==> config.mk <==
export PLATFORM = sky130hd
export DESIGN_NAME = pwti_div_cell
export DESIGN_NICKNAME = d
export VERILOG_FILES = /design/src/design/pwti_pkg.sv /design/src/design/pwti_div_cell.sv
export SDC_FILE = /design/constraint.sdc
export NUM_CORES = 1
export LEC_CHECK = 0
export BUFFER_PORTS_ARGS = -buffer_cell sky130_fd_sc_hd__buf_2
export CORE_AREA = 2 2 289 291
export DETAILED_ROUTE_END_ITERATION = 7
export DIE_AREA = 0 0 291 293
export HOLD_SLACK_MARGIN = 0.02
export PLACE_DENSITY = 0.56
export SYNTH_ARGS = -nofsm -noshare
export SYNTH_HDL_FRONTEND = slang
export SYNTH_SLANG_ARGS = --single-unit
==> constraint.sdc <==
create_clock -name clock -period 4.55 [get_ports clock]
set_input_delay 0.91 -clock clock [delete_from_list [all_inputs] [get_ports clock]]
set_output_delay 0.91 -clock clock [all_outputs]
set_load 0.005 [all_outputs]
==> src/design/pwti_pkg.sv <==
// shared types and constants for the pinhole projection block
`default_nettype none
package pwti_pkg;
   localparam int NumRegs     = 6;
   localparam int CsrIdxWidth = 3;
   // divider datapath width, holds the scaled denominator for fraction widths of 16 and up
   localparam int DivWidth    = 80;
   // integer and fraction quotient bits together, one cell per bit
   localparam int DivSteps    = 32;

   localparam logic [1:0] StatusOk        = 2'd0;
   localparam logic [1:0] StatusZeroDepth = 2'd1;
   localparam logic [1:0] StatusSaturated = 2'd2;

   typedef struct packed {
      logic signed [31:0] world_x;
      logic signed [31:0] world_y;
      logic signed [31:0] world_z;
   } req_word_type;

   typedef struct packed {
      logic signed [31:0] pixel_u;
      logic signed [31:0] pixel_v;
      logic [1:0]         status;
   } rsp_word_type;

   // one step of the shared division chain, numerators and remainders
   typedef struct packed {
      logic                valid;
      logic                zero;
      logic                over_u;
      logic                over_v;
      logic                neg_u;
      logic                neg_v;
      logic [DivWidth-1:0] den;
      logic [DivWidth-1:0] rem_u;
      logic [DivWidth-1:0] rem_v;
      logic [63:0]         quo_u;
      logic [63:0]         quo_v;
   } div_cell_type;
endpackage
`default_nettype wire

==> src/design/pwti_div_cell.sv <==
// one cell of the divider chain: restore step on both quotients
`default_nettype none
module pwti_div_cell (
   input  wire logic                  clock,
   input  wire logic                  reset,
   input  wire logic                  en,
   input  wire pwti_pkg::div_cell_type cell_i,
   output pwti_pkg::div_cell_type      cell_o
);
   pwti_pkg::div_cell_type cell_ff, cell_in;
   logic [pwti_pkg::DivWidth:0] ru, rv, du, dv;

   always_comb begin
      cell_in = cell_i;
      ru = {cell_i.rem_u, 1'b0};
      rv = {cell_i.rem_v, 1'b0};
      du = ru - {1'b0, cell_i.den};
      dv = rv - {1'b0, cell_i.den};
      cell_in.quo_u = {cell_i.quo_u[62:0], 1'b0};
      cell_in.quo_v = {cell_i.quo_v[62:0], 1'b0};
      cell_in.rem_u = ru[pwti_pkg::DivWidth-1:0];
      cell_in.rem_v = rv[pwti_pkg::DivWidth-1:0];
      if (ru >= {1'b0, cell_i.den}) begin
         cell_in.rem_u = du[pwti_pkg::DivWidth-1:0];
         cell_in.quo_u[0] = 1'b1;
      end
      if (rv >= {1'b0, cell_i.den}) begin
         cell_in.rem_v = dv[pwti_pkg::DivWidth-1:0];
         cell_in.quo_v[0] = 1'b1;
      end
   end

   always_ff @(posedge clock) begin
      if (reset) begin
         cell_ff.valid <= 1'b0;
      end else if (en) begin
         cell_ff.valid <= cell_in.valid;
      end
      if (en) begin
         cell_ff.zero   <= cell_in.zero;
         cell_ff.over_u <= cell_in.over_u;
         cell_ff.over_v <= cell_in.over_v;
         cell_ff.neg_u  <= cell_in.neg_u;
         cell_ff.neg_v  <= cell_in.neg_v;
         cell_ff.den    <= cell_in.den;
         cell_ff.rem_u  <= cell_in.rem_u;
         cell_ff.rem_v  <= cell_in.rem_v;
         cell_ff.quo_u  <= cell_in.quo_u;
         cell_ff.quo_v  <= cell_in.quo_v;
      end
   end
   assign cell_o = cell_ff;
endmodule
`default_nettype wire

==> impl_metrics.yaml <==
cts:
  tritoncts: "done"
  cts_root_buffer: "clkbuf_16"
  cts_made_buffers: 46
  clock-sinks: 374
  htreeDepth: 2
  post-cts-setup-buffer-count: 0
  clkTransAtPathRegs_ns: 0.06
  clk_path_buf_depth: 3
  cts_hold_buf: 0
  clk_latency_ns: 0.58
  cts-resized-gates: 0
grt:
  grt_use_total_pct: 21.9
  grtUsageMet1_pct: 26.1
  use_met3_pct: 5.50
  grt_pass1_vias: 21393
  globalRouteMet2Util_pct: 38.4
  gr-max-usage-layer: "met2"
  grt_max_degree: 99
  grt_pass1_wl_um: 139000
  overflow: 0
  antenna_found_initial: 44
setup_path:
  crit_required_ns: 4.90
  path_class: "in -> reg"
  crit_path_start_kind: "input pin"
  crit_path_end_kind: "flip-flop"
  crit_arrival_ns: 4.45
  r2r_slack_ns: 3.97
  cp_max_fo: 4
cells_and_area:
  utilization_pct: 39.3
  nets: 3778
  area_growth_pct: 34.8
  drive_above_1_share_pct: 37.0
  fillerInstances: 8406
  largest_reg_flops: 374
  multi_input_area_sq_um: 11600
  final_cells: 4366
  register_area_sq_um: 11200
die:
  die_x_um: 291
  start_util_pct: 29.2
  die_area_sq_um: 85300
  rows: 105
  die_h_um: 293
  io_pins: 751
  coreArea_sq_um: 81800
yosys:
  yosys-top-cells-area: "edfxtp_1, ha_1, a21oi_1"
  muxShareOfSynthArea_pct: 5.63
  synth_area_leader_cell: "edfxtp_1"
  async_flop_share_pct: 0
  synth-seq-cells: 374
  yosysMostFrequentCell: "edfxtp_1"
  synth_top_family_by_area: "compound AO/OA/AOI/OAI gates"
  synth_top_cell_area_share_pct: 46.9
  synthSimpleGateAreaFrac_pct: 11.8
  syn_avg_cell_area_sq_um: 10.5
  yosys.area_share.xor_xnor_pct: 5.21
  synth-seq-area-share_pct: 47.0
  synthAdderAreaFrac_pct: 8.56
  synth_fp_nets: 2803
  yosys_warnings: 0
  yosysUniqueCellTypes: 91
  synth_edf_count: 373
  netlist_area_sq_um: 23900
  syn_inst: 2264
  synth_compound_area_share_pct: 17.4
  synth_common_cells: "edfxtp_1, a21oi_1, nor2_1"
  ys.flop_type: "edfxtp_1"
sta:
  min_period_over_period_pct: 90.2
  max_freq_mhz: 244
  finalHoldViolCount: 0
  finalWorstSetupSlack_ns: 0.444
  totalNegativeSetupSlack_ns: 0
  slew_headroom_pct: 34.0
  setup_viol: 0
  finalClockSkew_ns: 0
  fin_hold_ws_ns: 0.482
  tightest_slew_ns: 0.981
  slew_viol_final: 0
  rsz0062_at_grt: "no"
  fin_crit_ns: 4.11
place:
  place_hpwl_um: 82200
  io_buffers: 748
  gp_congestion: 0.936
  dp.cells: 4261
  dp_slack_ns: -0.265
job:
  drv_cap: 0
drt:
  drtPass1Iterations: 8
  drt_wl_total_um: 97800
  drt_iter0_markers: 1230
  viasPerCell: 4.91
  drcViolationCount: 0
  ant_nets: 0
  vias: 21417
  wire_per_inst_um: 22.4
power:
  p_leak_nw: 14.3
  ir_worst_vdd_uv: 246
  power_density_nw_per_um2: 357
worst_hold_path:
  hold_class: "in -> reg"
run_status:
  outcome: "finished, final reports clean"
-- path summary, 6_finish.rpt --
path / end / cells past startpoint / startpoint
worst max-delay path: cell_o[287] / 14 / cell_i[208]
worst max register to register: cell_o[373] / 2 / cell_o[373]
worst min-delay path: cell_o[373] / 2 / reset
worst min register to register: cell_o[373] / 2 / cell_o[373]
-- routing by layer --
layer,wire length [um],vias up
li1,-,10429
met1,39600,10102
met2,48400,691
met3,6750,161
met4,2780,34
met5,234,-
-- stage by stage --
stage / power [W] / area, sq um
2_1_floorplan: 0.00616 / 23900
4_1_cts: 0.0116 / 32100
5_1_grt: 0.0120 / 32200
6_report: 0.0115 / 32200
3_5_place_dp: 0.00773 / 30600
3_3_place_gp: 0.00771 / 30600
-- final cells by class --
class | count | share of cell area [%]
diodes | 22 | 0.171
clock buffers | 52 | 3.71
clock inverters | 31 | 1.08
inverters | 136 | 1.59
multi-input cells | 1665 | 36.1
flip-flops and latches | 374 | 34.9
well taps | 1070 | 4.16
repair buffers | 1016 | 18.3
-- critical path: stages --
cell      delay (ns)
buf_2           0.13
ha_1            0.30
nor2b_1         0.16
o31a_1          0.26
o21ai_1         0.16
or4b_2          0.77
a211o_1         0.41
a211oi_2        0.20
buf_4           0.19
o311ai_0        0.29
a31oi_1         0.31
o21a_1          0.14
o31ai_1         0.07
buf_4           0.14
-- kinds of logic after synthesis --
logic type,count (synthesis)
AOI/OAI and AO/OA,666
and+or+nand+nor,598
DFF,374
buffers and inverters,225
adders and majority gates,162
xor gates and xnor gates,142
muxes,97
-- layout by cell type (no fill, tap or decap), drive strengths merged, types with 16 or more instances in the layout --
master / n
o21ai: 118
buf: 1016
o21a: 24
nor3: 31
a21oi: 274
inv: 140
diode: 22
nand4: 62
clkbuf: 52
edfxtp: 373
ha: 160
a21o: 55
o21bai: 49
mux2: 94
a211oi: 16
nor2: 185
a31oi: 20
clkinv: 20
xor2: 53
xnor2: 89
nand2: 177
nand3: 38
-- power by group --
part | switching (W) | internal, W
clock | 0.00162 | 0.00220
combinational | 0.00177 | 0.00149
sequential | 0.000109 | 0.00429
Note: power is estimated with default switching activity, not from simulation.
